**src/hdl/ppd_pkg.sv**
```systemverilog
// Shared types and constants for the partial Pearson distance block.
`default_nettype none
package ppd_pkg;

   localparam int SAMPLE_BITS = 24;
   localparam int MAX_SAMPLES = 4096;
   localparam int CNT_W       = $clog2(MAX_SAMPLES + 1);
   localparam int SUM_W       = SAMPLE_BITS + $clog2(MAX_SAMPLES);
   localparam int PROD_W      = 2 * SAMPLE_BITS;
   localparam int SQ_SUM_W    = PROD_W + $clog2(MAX_SAMPLES);
   localparam int MUL_W       = CNT_W + SQ_SUM_W;
   localparam int MP_W        = 2 * MUL_W;
   localparam int SCALE_BITS  = 60;
   localparam int QUO_W       = SCALE_BITS + 2;
   localparam int DIV_SHIFT   = QUO_W - SCALE_BITS;
   localparam int ROOT_W      = SCALE_BITS + 1;
   localparam int SQRT_STEPS  = (ROOT_W + 1) / 2;
   localparam int STEP_CNT_W  = $clog2(MUL_W + 1);

   localparam logic [31:0] Q30_ONE  = 32'h4000_0000;
   localparam logic [31:0] DIST_MAX = 32'h8000_0000;

   typedef enum logic [1:0] {
      STATUS_OK         = 2'd0,
      STATUS_TOO_FEW    = 2'd1,
      STATUS_DEGENERATE = 2'd2
   } status_type;

   typedef struct packed {
      logic [SAMPLE_BITS-1:0] x_sample;
      logic [SAMPLE_BITS-1:0] y_sample;
      logic                   last_sample;
   } ppd_req_type;

   typedef struct packed {
      logic [31:0]      distance;
      status_type       status;
      logic [CNT_W-1:0] observed_pairs;
   } ppd_rsp_type;

   // Operand pairs fed to the shared multiplier, in the order they are used.
   typedef enum logic [2:0] {
      MSEL_N_XX = 3'd0,
      MSEL_X_X  = 3'd1,
      MSEL_N_YY = 3'd2,
      MSEL_Y_Y  = 3'd3,
      MSEL_V_V  = 3'd4,
      MSEL_N_XY = 3'd5,
      MSEL_X_Y  = 3'd6,
      MSEL_C_C  = 3'd7
   } mul_sel_type;

   typedef struct packed {
      logic        acc_clear;
      logic        mul_load;
      mul_sel_type mul_sel;
      logic        mul_step;
      logic        save_a;
      logic        save_vx;
      logic        save_vy;
      logic        save_den;
      logic        save_c;
      logic        div_load;
      logic        div_step;
      logic        sqrt_load;
      logic        sqrt_step;
      logic        out_load;
      status_type  out_status;
   } ppd_cmd_type;

   typedef struct packed {
      logic last_acc;
      logic too_few;
      logic degenerate;
   } ppd_stat_type;

endpackage
`default_nettype wire

```
**src/hdl/ppd_ctrl.sv**
```systemverilog
// Controller: sequences accumulation, finishing arithmetic and result handoff.
`default_nettype none
module ppd_ctrl
   import ppd_pkg::*;
(
   input  wire logic          clock,
   input  wire logic          reset,
   input  wire logic          req_valid,
   input  wire logic          req_last,
   input  wire logic          rsp_ready,
   input  wire ppd_stat_type  stat,
   output logic               req_ready,
   output logic               rsp_valid,
   output ppd_cmd_type        cmd
);

   typedef enum logic [3:0] {
      ST_ACCUM, ST_CHECK, ST_MLOAD, ST_MRUN, ST_MSAVE, ST_DEGEN,
      ST_DLOAD, ST_DRUN, ST_SLOAD, ST_SRUN, ST_OUT
   } state_type;

   state_type              state_ff, state_in;
   mul_sel_type            phase_ff, phase_in;
   logic [STEP_CNT_W-1:0]  cnt_ff, cnt_in;
   status_type             status_ff, status_in;
   logic                   rsp_valid_ff, rsp_valid_in;
   logic                   pending_ff, pending_in;
   logic                   req_fire;

   assign req_ready = (state_ff == ST_ACCUM) && !pending_ff;
   assign rsp_valid = rsp_valid_ff;
   assign req_fire  = req_valid && req_ready;

   always_comb begin
      cmd            = '0;
      cmd.mul_sel    = phase_ff;
      cmd.out_status = status_ff;
      state_in       = state_ff;
      phase_in       = phase_ff;
      cnt_in         = cnt_ff;
      status_in      = status_ff;
      unique case (state_ff)
         ST_ACCUM: begin
            if (stat.last_acc) state_in = ST_CHECK;
         end
         ST_CHECK: begin
            if (stat.too_few) begin
               status_in = STATUS_TOO_FEW;
               state_in  = ST_OUT;
            end else begin
               phase_in = MSEL_N_XX;
               state_in = ST_MLOAD;
            end
         end
         ST_MLOAD: begin
            cmd.mul_load = 1'b1;
            cnt_in       = '0;
            state_in     = ST_MRUN;
         end
         ST_MRUN: begin
            cmd.mul_step = 1'b1;
            cnt_in       = cnt_ff + 1'b1;
            if (cnt_ff == STEP_CNT_W'(MUL_W - 1)) state_in = ST_MSAVE;
         end
         ST_MSAVE: begin
            phase_in = mul_sel_type'(phase_ff + 1'b1);
            state_in = ST_MLOAD;
            unique case (phase_ff)
               MSEL_N_XX: cmd.save_a   = 1'b1;
               MSEL_X_X:  cmd.save_vx  = 1'b1;
               MSEL_N_YY: cmd.save_a   = 1'b1;
               MSEL_Y_Y: begin
                  cmd.save_vy = 1'b1;
                  state_in    = ST_DEGEN;
               end
               MSEL_V_V:  cmd.save_den = 1'b1;
               MSEL_N_XY: cmd.save_a   = 1'b1;
               MSEL_X_Y:  cmd.save_c   = 1'b1;
               MSEL_C_C:  state_in     = ST_DLOAD;
               default:   state_in     = ST_DLOAD;
            endcase
         end
         ST_DEGEN: begin
            if (stat.degenerate) begin
               status_in = STATUS_DEGENERATE;
               state_in  = ST_OUT;
            end else begin
               state_in = ST_MLOAD;
            end
         end
         ST_DLOAD: begin
            cmd.div_load = 1'b1;
            cnt_in       = '0;
            state_in     = ST_DRUN;
         end
         ST_DRUN: begin
            cmd.div_step = 1'b1;
            cnt_in       = cnt_ff + 1'b1;
            if (cnt_ff == STEP_CNT_W'(QUO_W - 1)) state_in = ST_SLOAD;
         end
         ST_SLOAD: begin
            cmd.sqrt_load = 1'b1;
            cnt_in        = '0;
            state_in      = ST_SRUN;
         end
         ST_SRUN: begin
            cmd.sqrt_step = 1'b1;
            cnt_in        = cnt_ff + 1'b1;
            if (cnt_ff == STEP_CNT_W'(SQRT_STEPS - 1)) begin
               status_in = STATUS_OK;
               state_in  = ST_OUT;
            end
         end
         ST_OUT: begin
            if (!rsp_valid_ff || rsp_ready) begin
               cmd.out_load  = 1'b1;
               cmd.acc_clear = 1'b1;
               state_in      = ST_ACCUM;
            end
         end
         default: state_in = ST_ACCUM;
      endcase

      rsp_valid_in = cmd.out_load ? 1'b1 : (rsp_ready ? 1'b0 : rsp_valid_ff);
      pending_in   = cmd.out_load ? 1'b0 : (pending_ff || (req_fire && req_last));
   end

   always_ff @(posedge clock) begin
      if (reset) begin
         state_ff     <= ST_ACCUM;
         phase_ff     <= MSEL_N_XX;
         cnt_ff       <= '0;
         status_ff    <= STATUS_OK;
         rsp_valid_ff <= 1'b0;
         pending_ff   <= 1'b0;
      end else begin
         state_ff     <= state_in;
         phase_ff     <= phase_in;
         cnt_ff       <= cnt_in;
         status_ff    <= status_in;
         rsp_valid_ff <= rsp_valid_in;
         pending_ff   <= pending_in;
      end
   end

`ifndef SYNTHESIS
   a_last_blocks: assert property (@(posedge clock) disable iff (reset)
      (req_valid && req_ready && req_last) |=> !req_ready)
      else $error("request accepted after a last request");
   a_mul_count: assert property (@(posedge clock) disable iff (reset)
      (state_ff == ST_MRUN) |-> (cnt_ff < STEP_CNT_W'(MUL_W)))
      else $error("multiplier step count overrun");
   a_check_after_last: assert property (@(posedge clock) disable iff (reset)
      (state_ff == ST_CHECK) |-> $past(stat.last_acc))
      else $error("finish started without a last request");
`endif

endmodule
`default_nettype wire

```
**config.mk**
```make
export PLATFORM = sky130hd
export DESIGN_NAME = ppd_ctrl
export DESIGN_NICKNAME = d
export VERILOG_FILES = /design/src/hdl/ppd_pkg.sv /design/src/hdl/ppd_ctrl.sv
export SDC_FILE = /design/constraint.sdc
export NUM_CORES = 1
export LEC_CHECK = 0
export BUFFER_PORTS_ARGS = -buffer_cell sky130_fd_sc_hd__clkbuf_2
export CORE_MARGIN = 3
export CORE_UTILIZATION = 50
export CTS_BUF_LIST = sky130_fd_sc_hd__clkbuf_8
export DETAILED_ROUTE_END_ITERATION = 12
export PLACE_DENSITY = 0.74
export RECOVER_POWER = 25
export REMOVE_ABC_BUFFERS = 1
export SKIP_LAST_GASP = 1
export SYNTH_ARGS = -nofsm -noshare
export SYNTH_HDL_FRONTEND = slang
export SYNTH_SLANG_ARGS = --single-unit
export TNS_END_PERCENT = 20
```
**constraint.sdc**
```tcl
create_clock -name clock -period 2.2 [get_ports clock]
set_clock_uncertainty 0.2 [all_clocks]
set_input_delay 0.66 -clock clock [delete_from_list [all_inputs] [get_ports clock]]
set_output_delay 0.66 -clock clock [all_outputs]
set_load 0.005 [all_outputs]
```
==> flow_metrics.py, run 1 <==
metrics = {
    "drt": {
        "wirelength_um": 3070,
        "avgRoutedWirePerCell_um": 14.0,
        "drt_iter0_drc": 43,
        "dr_total_vias": 1283,
        "vias_per_cell": 5.83,
        "drt-pass1-iter-count": 4,
        "antenna_left": 0,
        "post-route-drc-count": 0,
    },
    "clocking": {
        "cts_root_buf": "clkbuf_8",
        "clk_path_buf_depth": 2,
        "path_clk_slew_ns": 0.07,
        "tritoncts": "yes",
        "cts_made_buffers": 3,
        "cts.sinks": 18,
        "ctsHoldBuffers": 0,
        "htree_levels": 1,
        "insertion_delay_ns": 0.25,
    },
    "floorplanning": {
        "rows": 17,
        "die_y_um": 56.4,
        "dieArea_mm2": 0.00318,
        "core_mm2": 0.00230,
        "start_util_pct": 55.2,
        "die_x_um": 56.4,
        "boundaryPins": 28,
    },
    "synthesis": {
        "synth_top_family_by_area": "simple AND/OR/NAND/NOR gates",
        "netlist.area_leader.share_pct": 28.4,
        "netlist_instances": 161,
        "syn_area_per_cell_um2": 7.87,
        "ys_seq_elements": 18,
        "synthAdderAreaFrac_pct": 9.87,
        "synthXorXnorAreaFrac_pct": 0,
        "synth_compound_area_share_pct": 19.9,
        "synth.area.top_cells": "dfxtp_1 28%, ha_1 9.9%, nor2_1 5.6%",
        "synth_most_common_cell": "nor2_1",
        "async_flop_share_pct": 0,
        "synth_area_mm2": 0.00127,
        "synth_edf_count": 0,
        "synth.largest_area_cell": "dfxtp_1",
        "synthTopCellsByCount": "19 x nor2_1, 18 x dfxtp_1, 10 x ha_1, 10 x inv_1, 9 x a21oi_1",
        "yosysWarnings": 0,
        "synth_mux_area_share_pct": 3.65,
        "synthFlopType": "dfxtp_1",
        "synth-seq-area-share_pct": 28.4,
        "synthDistinctLibCells": 43,
        "synth-simple-area-share_pct": 31.1,
    },
    "worst_setup_path": {
        "crit_start": "state_ff[3]$_SDFFE_PP0P_",
        "crit_required_ns": 1.34,
        "r2r_start": "state_ff[2]$_SDFFE_PP0P_",
        "r2r-end": "state_ff[1]$_SDFFE_PP0P_",
        "reg2regPathDepth": 5,
        "crit_family": "flip-flops",
        "path_cells": "nand2b_4 -> nor3_2 -> buf_4 -> o31ai_2 -> a21oi_1 -> buf_2",
        "arrival_ns": 1.37,
        "cp-start-kind": "flip-flop",
        "critPathBufInv": 2,
        "r2r_setup_slack_ns": 0.09,
        "worstSetupEndpointType": "output pin",
        "endpoint": "cmd[11]",
        "crit_fanout": 6,
        "cp.depth": 6,
        "worst_path_max_delay_cell": "dfxtp_4",
        "max_stage_delay_ns": 0.36,
        "path_class": "reg -> out",
    },
    "place": {
        "dp_hpwl_um": 2220,
        "place_inst": 212,
        "io_buffers": 27,
        "place.gp.congestion": 0.885,
    },
    "global_routing": {
        "grt_pass1_vias": 1147,
        "grt_max_degree": 22,
        "antenna_found_initial": 0,
        "grt_overflow_total": 0,
        "track_usage_pct": 18.7,
        "grt_pass1_wl_um": 4980,
    },
    "sta": {
        "setup_viol": 3,
        "max_freq_mhz": 448,
        "slew_viol_final": 0,
        "tightest_slew_ns": 0.501,
        "finalCritPeriodShare_pct": 102,
        "rsz0062_at_grt": "yes",
        "hold_violations": 0,
        "max-slew-margin-rel_pct": 66.2,
        "post-route-min-period_ns": 2.23,
        "setup_ws_ns": -0.0344,
    },
    "pwr": {
        "p_sw_w": 0.000531,
        "seq_power_share_pct": 31.7,
        "power_density_mw_per_mm2": 877,
        "power_frac_clock_pct": 16.3,
        "switching_share_pct": 38.4,
        "p_int_w": 0.000852,
        "ir_drop_mv": 0.510,
        "pwr-share-comb_pct": 52.0,
        "p_leak_nw": 0.652,
    },
    "final_layout": {
        "diodes": 0,
        "fin_cells": 220,
        "drive_gt1_share_pct": 29.7,
        "syn2layout_area_growth_pct": 24.4,
        "fin_nets": 212,
        "fin_util_pct": 68.6,
        "num-fill-cells": 206,
    },
    "status": {
        "violations": "setup timing",
        "run_status": "finished with violations",
    },
    "hold_path": {
        "hp-class": "reg -> reg",
    },
    "run": {
        "max_cap_violations": 0,
    },
}
==> per-layer routing <==
layer  wire length [um]  global-route usage (%)
met1               1470                    24.1
met2               1450                    32.2
met3                125                    3.45
met4                 21                    4.41
met5                  0                       0
==> flip-flops by register name, summed over array words and instances (netlist names) <==
| register | flops |
|---|---|
| phase_ff | 3 |
| status_ff | 2 |
| cnt_ff | 7 |
| pending_ff | 1 |
| rsp_valid | 1 |
| state_ff | 4 |
==> through the flow <==
stage	area [um^2]	TNS (ns)	setup slack (ns)	power, W	hold slack [ns]
3_3_place_gp	1440	0	0.124	0.00104	0.254
3_5_place_dp	1440	0	0.0874	0.00106	0.280
2_1_floorplan	1220	-0.319	-0.119	0.000849	0.251
6_report	1580	-0.0741	-0.0344	0.00138	0.289
5_1_grt	1580	-0.488	-0.0978	0.00147	0.315
4_1_cts	1520	-0.109	-0.0311	0.00133	0.291
==> power by group through the flow <==
stage | Sequential, W | Combinational, W | Clock (W)
floorplan | 0.000470 | 0.000379 | 0
global route | 0.000444 | 0.000779 | 0.000248
global placement | 0.000425 | 0.000619 | 0
finish | 0.000438 | 0.000719 | 0.000225
detailed placement | 0.000426 | 0.000637 | 0
CTS | 0.000428 | 0.000668 | 0.000230
==> layout make-up <==
class	instances	area (um^2)	area share [%]
clock buffer	3	41.3	2.62
sequential	18	377	23.9
multi-input combinational	122	863	54.8
inverter	10	37.5	2.38
tap	28	35.0	2.22
timing repair buffer	39	223	14.1
==> worst min-delay path by stage <==
stage                               from                        end  depth (start not counted)
2_1_floorplan     cnt_ff[6]$_SDFFE_PP0P_     cnt_ff[6]$_SDFFE_PP0P_                          2
3_3_place_gp   status_ff[1]$_SDFFE_PP0P_  status_ff[1]$_SDFFE_PP0P_                          1
3_5_place_dp   status_ff[0]$_SDFFE_PP0P_  status_ff[0]$_SDFFE_PP0P_                          1
4_1_cts           cnt_ff[6]$_SDFFE_PP0P_     cnt_ff[6]$_SDFFE_PP0P_                          2
5_1_grt        status_ff[1]$_SDFFE_PP0P_  status_ff[1]$_SDFFE_PP0P_                          1
6_report       status_ff[1]$_SDFFE_PP0P_  status_ff[1]$_SDFFE_PP0P_                          1
==> cell usage in the layout (no fill, tap or decap), types with 2 or more instances in the layout <==
cell type and count:
a21oi_1 9, nand3b_1 2, nor3b_1 4, and2_1 2, nand3_1 4, a22oi_1 2
nor2b_1 3, nor2_1 18, a32o_1 2, and3_1 3, a31oi_1 3, or3_1 2
dfxtp_1 13, ha_1 10, buf_4 12, nor3_1 5, o21a_1 2, clkbuf_8 3
o22ai_1 4, nand2b_1 6, mux2i_1 2, inv_1 10, o21ai_0 8, clkbuf_2 24
dfxtp_4 4, nand2_1 7
==> repair_timing <==
action                                  4_1_cts  5_1_grt
setup buffers                                 3        2
pin swaps                                     1        1
resized for setup                             8        9
endpoints found under the setup margin        9        9
==> cell families after synthesis <==
logic type / Yosys count
flops: 18
fa+ha+maj: 10
simple gates: 69
mux: 4
buf+inv: 21
compound gates: 39
(Power assumes the default switching activity.)
==> inputs of run 2 (changes only) <==
Settings changed: ABC_AREA from default to 1.
==> run 2 against run 1 <==
  * Global-route usage grew 1.8 points
  * The flow now finishes without violations
  * Critical endpoint is now cmd[4]
  * Largest power group unchanged
  * Hold slack lost 0.023 ns
  * Register-to-register slack gained 0.42 ns
==> flow_metrics.py, run 2 <==
metrics = {
    "pwr": {
        "power_frac_clock_pct": 16.7,
        "power_density_mw_per_mm2": 1030,
        "p_int_w": 0.000879,
        "ir_drop_mv": 0.766,
        "p_sw_w": 0.000758,
        "switching_share_pct": 46.3,
        "p_leak_nw": 0.761,
        "pwr-share-comb_pct": 54.5,
        "seq_power_share_pct": 28.7,
    },
    "floorplanning": {
        "die_x_um": 57.6,
        "rows": 18,
        "start_util_pct": 53.3,
        "dieArea_mm2": 0.00332,
        "core_mm2": 0.00250,
        "boundaryPins": 28,
        "die_y_um": 57.6,
    },
    "synthesis": {
        "ys_seq_elements": 18,
        "synthDistinctLibCells": 23,
        "yosysWarnings": 0,
        "synthXorXnorAreaFrac_pct": 0,
        "synth_mux_area_share_pct": 0,
        "netlist_instances": 212,
        "async_flop_share_pct": 0,
        "synth_compound_area_share_pct": 10.7,
        "synthTopCellsByCount": "50 x nand2_1, 33 x nor2_1, 29 x inv_1",
        "synth-simple-area-share_pct": 40.4,
        "synth_top_family_by_area": "simple AND/OR/NAND/NOR gates",
        "synth_area_mm2": 0.00133,
        "synthAdderAreaFrac_pct": 9.39,
        "synth.area.top_cells": "dfxtp_1 27%, nand2_1 14%, ha_1 9.4%",
        "synthFlopType": "dfxtp_1",
        "synth.largest_area_cell": "dfxtp_1",
        "synth_edf_count": 0,
        "netlist.area_leader.share_pct": 27.0,
        "syn_area_per_cell_um2": 6.29,
        "synth_most_common_cell": "nand2_1",
        "synth-seq-area-share_pct": 27.0,
    },
    "sta": {
        "hold_violations": 0,
        "finalCritPeriodShare_pct": 96.4,
        "post-route-min-period_ns": 2.12,
        "holdWs_ns": 0.266,
        "setup_viol": 0,
        "rsz0062_at_grt": "yes",
        "slew_viol_final": 0,
        "tightest_slew_ns": 0.272,
        "max_freq_mhz": 472,
        "max-slew-margin-rel_pct": 81.8,
    },
    "clocking": {
        "cts.sinks": 18,
        "htree_levels": 1,
        "insertion_delay_ns": 0.25,
        "tritoncts": "yes",
        "cts_made_buffers": 3,
        "path_clk_slew_ns": 0.07,
        "cts_root_buf": "clkbuf_8",
        "clk_path_buf_depth": 2,
    },
    "global_routing": {
        "grt_pass1_vias": 1261,
        "track_usage_pct": 20.5,
        "grt_pass1_wl_um": 5440,
        "grt_overflow_total": 0,
        "grt_max_degree": 12,
        "antenna_found_initial": 0,
    },
    "drt": {
        "dr_total_vias": 1360,
        "drt_iter0_drc": 47,
        "post-route-drc-count": 0,
        "antenna_left": 0,
        "avgRoutedWirePerCell_um": 11.5,
        "wirelength_um": 3110,
        "drt-pass1-iter-count": 4,
        "vias_per_cell": 5.02,
    },
    "place": {
        "io_buffers": 27,
        "dp_hpwl_um": 2450,
        "place_inst": 266,
        "place.gp.congestion": 0.890,
    },
    "hold_path": {
        "hp-class": "reg -> reg",
    },
    "final_layout": {
        "regMostFlops": "cnt_ff",
        "drive_gt1_share_pct": 29.5,
        "largest_reg_flops": 7,
        "seqCellArea_um2": 375,
        "multi_input_area_um2": 838,
        "layout_commonest_cell": "nand2_1",
        "num-fill-cells": 259,
        "fin_nets": 260,
        "fin_cells": 271,
        "largestRegisters": "cnt_ff: 7 flops, state_ff: 4 flops, phase_ff: 3 flops",
        "syn2layout_area_growth_pct": 19.7,
        "diodes": 0,
        "layout_common_cells": "48 x nand2_1, 31 x nor2_1, 26 x clkbuf_2",
        "fin_util_pct": 63.8,
    },
    "worst_setup_path": {
        "cp-start-kind": "flip-flop",
        "worstSetupEndpointType": "output pin",
        "crit_fanout": 5,
        "path_class": "reg -> out",
        "crit_required_ns": 1.34,
        "arrival_ns": 1.26,
    },
    "status": {
        "run_status": "finished clean",
    },
    "run": {
        "max_cap_violations": 0,
    },
}
run 2: per-stage QoR:
stage          power, W  cell area, um^2  setup WS, ns  TNS (ns)
3_3_place_gp    0.00130             1490         0.151         0
4_1_cts         0.00160             1560       -0.0137   -0.0137
6_report        0.00164             1600        0.0793         0
3_5_place_dp    0.00131             1490        0.0724         0
2_1_floorplan   0.00105             1290         0.308         0
5_1_grt         0.00180             1600       -0.0212   -0.0526
run 2: path summary, 6_finish.rpt:
kind | startpoint | end | slack [ns] | cells after the start
worst max-delay path | state_ff[2]$_SDFFE_PP0P_ | cmd[4] | 0.08 | 5
worst max register to register | cnt_ff[0]$_SDFFE_PP0P_ | state_ff[3]$_SDFFE_PP0P_ | 0.51 | 8
worst min register to register | status_ff[0]$_SDFFE_PP0P_ | status_ff[0]$_SDFFE_PP0P_ | 0.27 | 2
worst min-delay path | status_ff[0]$_SDFFE_PP0P_ | status_ff[0]$_SDFFE_PP0P_ | 0.27 | 2
run 2: layout make-up:
| cell class | instances | area share, % |
|---|---|---|
| Multi-Input combinational cell | 155 | 52.5 |
| Timing Repair Buffer | 31 | 10.4 |
| Clock buffer | 4 | 3.45 |
| Inverter | 33 | 7.76 |
| Tap cell | 30 | 2.35 |
| Sequential cell | 18 | 23.5 |
run 2: kinds of logic after synthesis:
group / after synthesis
AO/OA/AOI/OAI: 26
adder cells (fa/ha/maj): 10
buffers and inverters: 39
flip-flops: 18
AND/OR/NAND/NOR: 119
run 2: power groups by stage:
stage	registers, W	logic (W)	clock network, W
final	0.000470	0.000893	0.000274
after global routing	0.000482	0.00102	0.000297
after CTS	0.000458	0.000865	0.000279
after detailed placement	0.000460	0.000851	0
after global placement	0.000457	0.000847	0
after floorplan	0.000471	0.000580	0
run 2: layer usage:
metal,vias to the layer above,wire length [um],track usage (%)
li1,723,-,-
met1,608,1550,28.0
met2,25,1390,31.9
met3,4,142,4.23
met4,0,34,7.28
met5,-,0,0
run 2: what timing repair did:
| item | 4_1_cts | 5_1_grt |
|---|---|---|
| buffers inserted | 1 | 0 |
| hold buffers | 0 | 0 |
| endpoints found under the hold margin | 0 | 0 |
| resized for setup | 4 | 20 |
| pin swaps | 1 | 2 |
| setup endpoints to repair | 5 | 9 |
run 2: critical path: stages (launching register included):
cell	delay [ns]
dfxtp_2	0.35
buf_4	0.16
nor2_1	0.18
nand2_1	0.15
inv_1	0.08
clkbuf_2	0.10
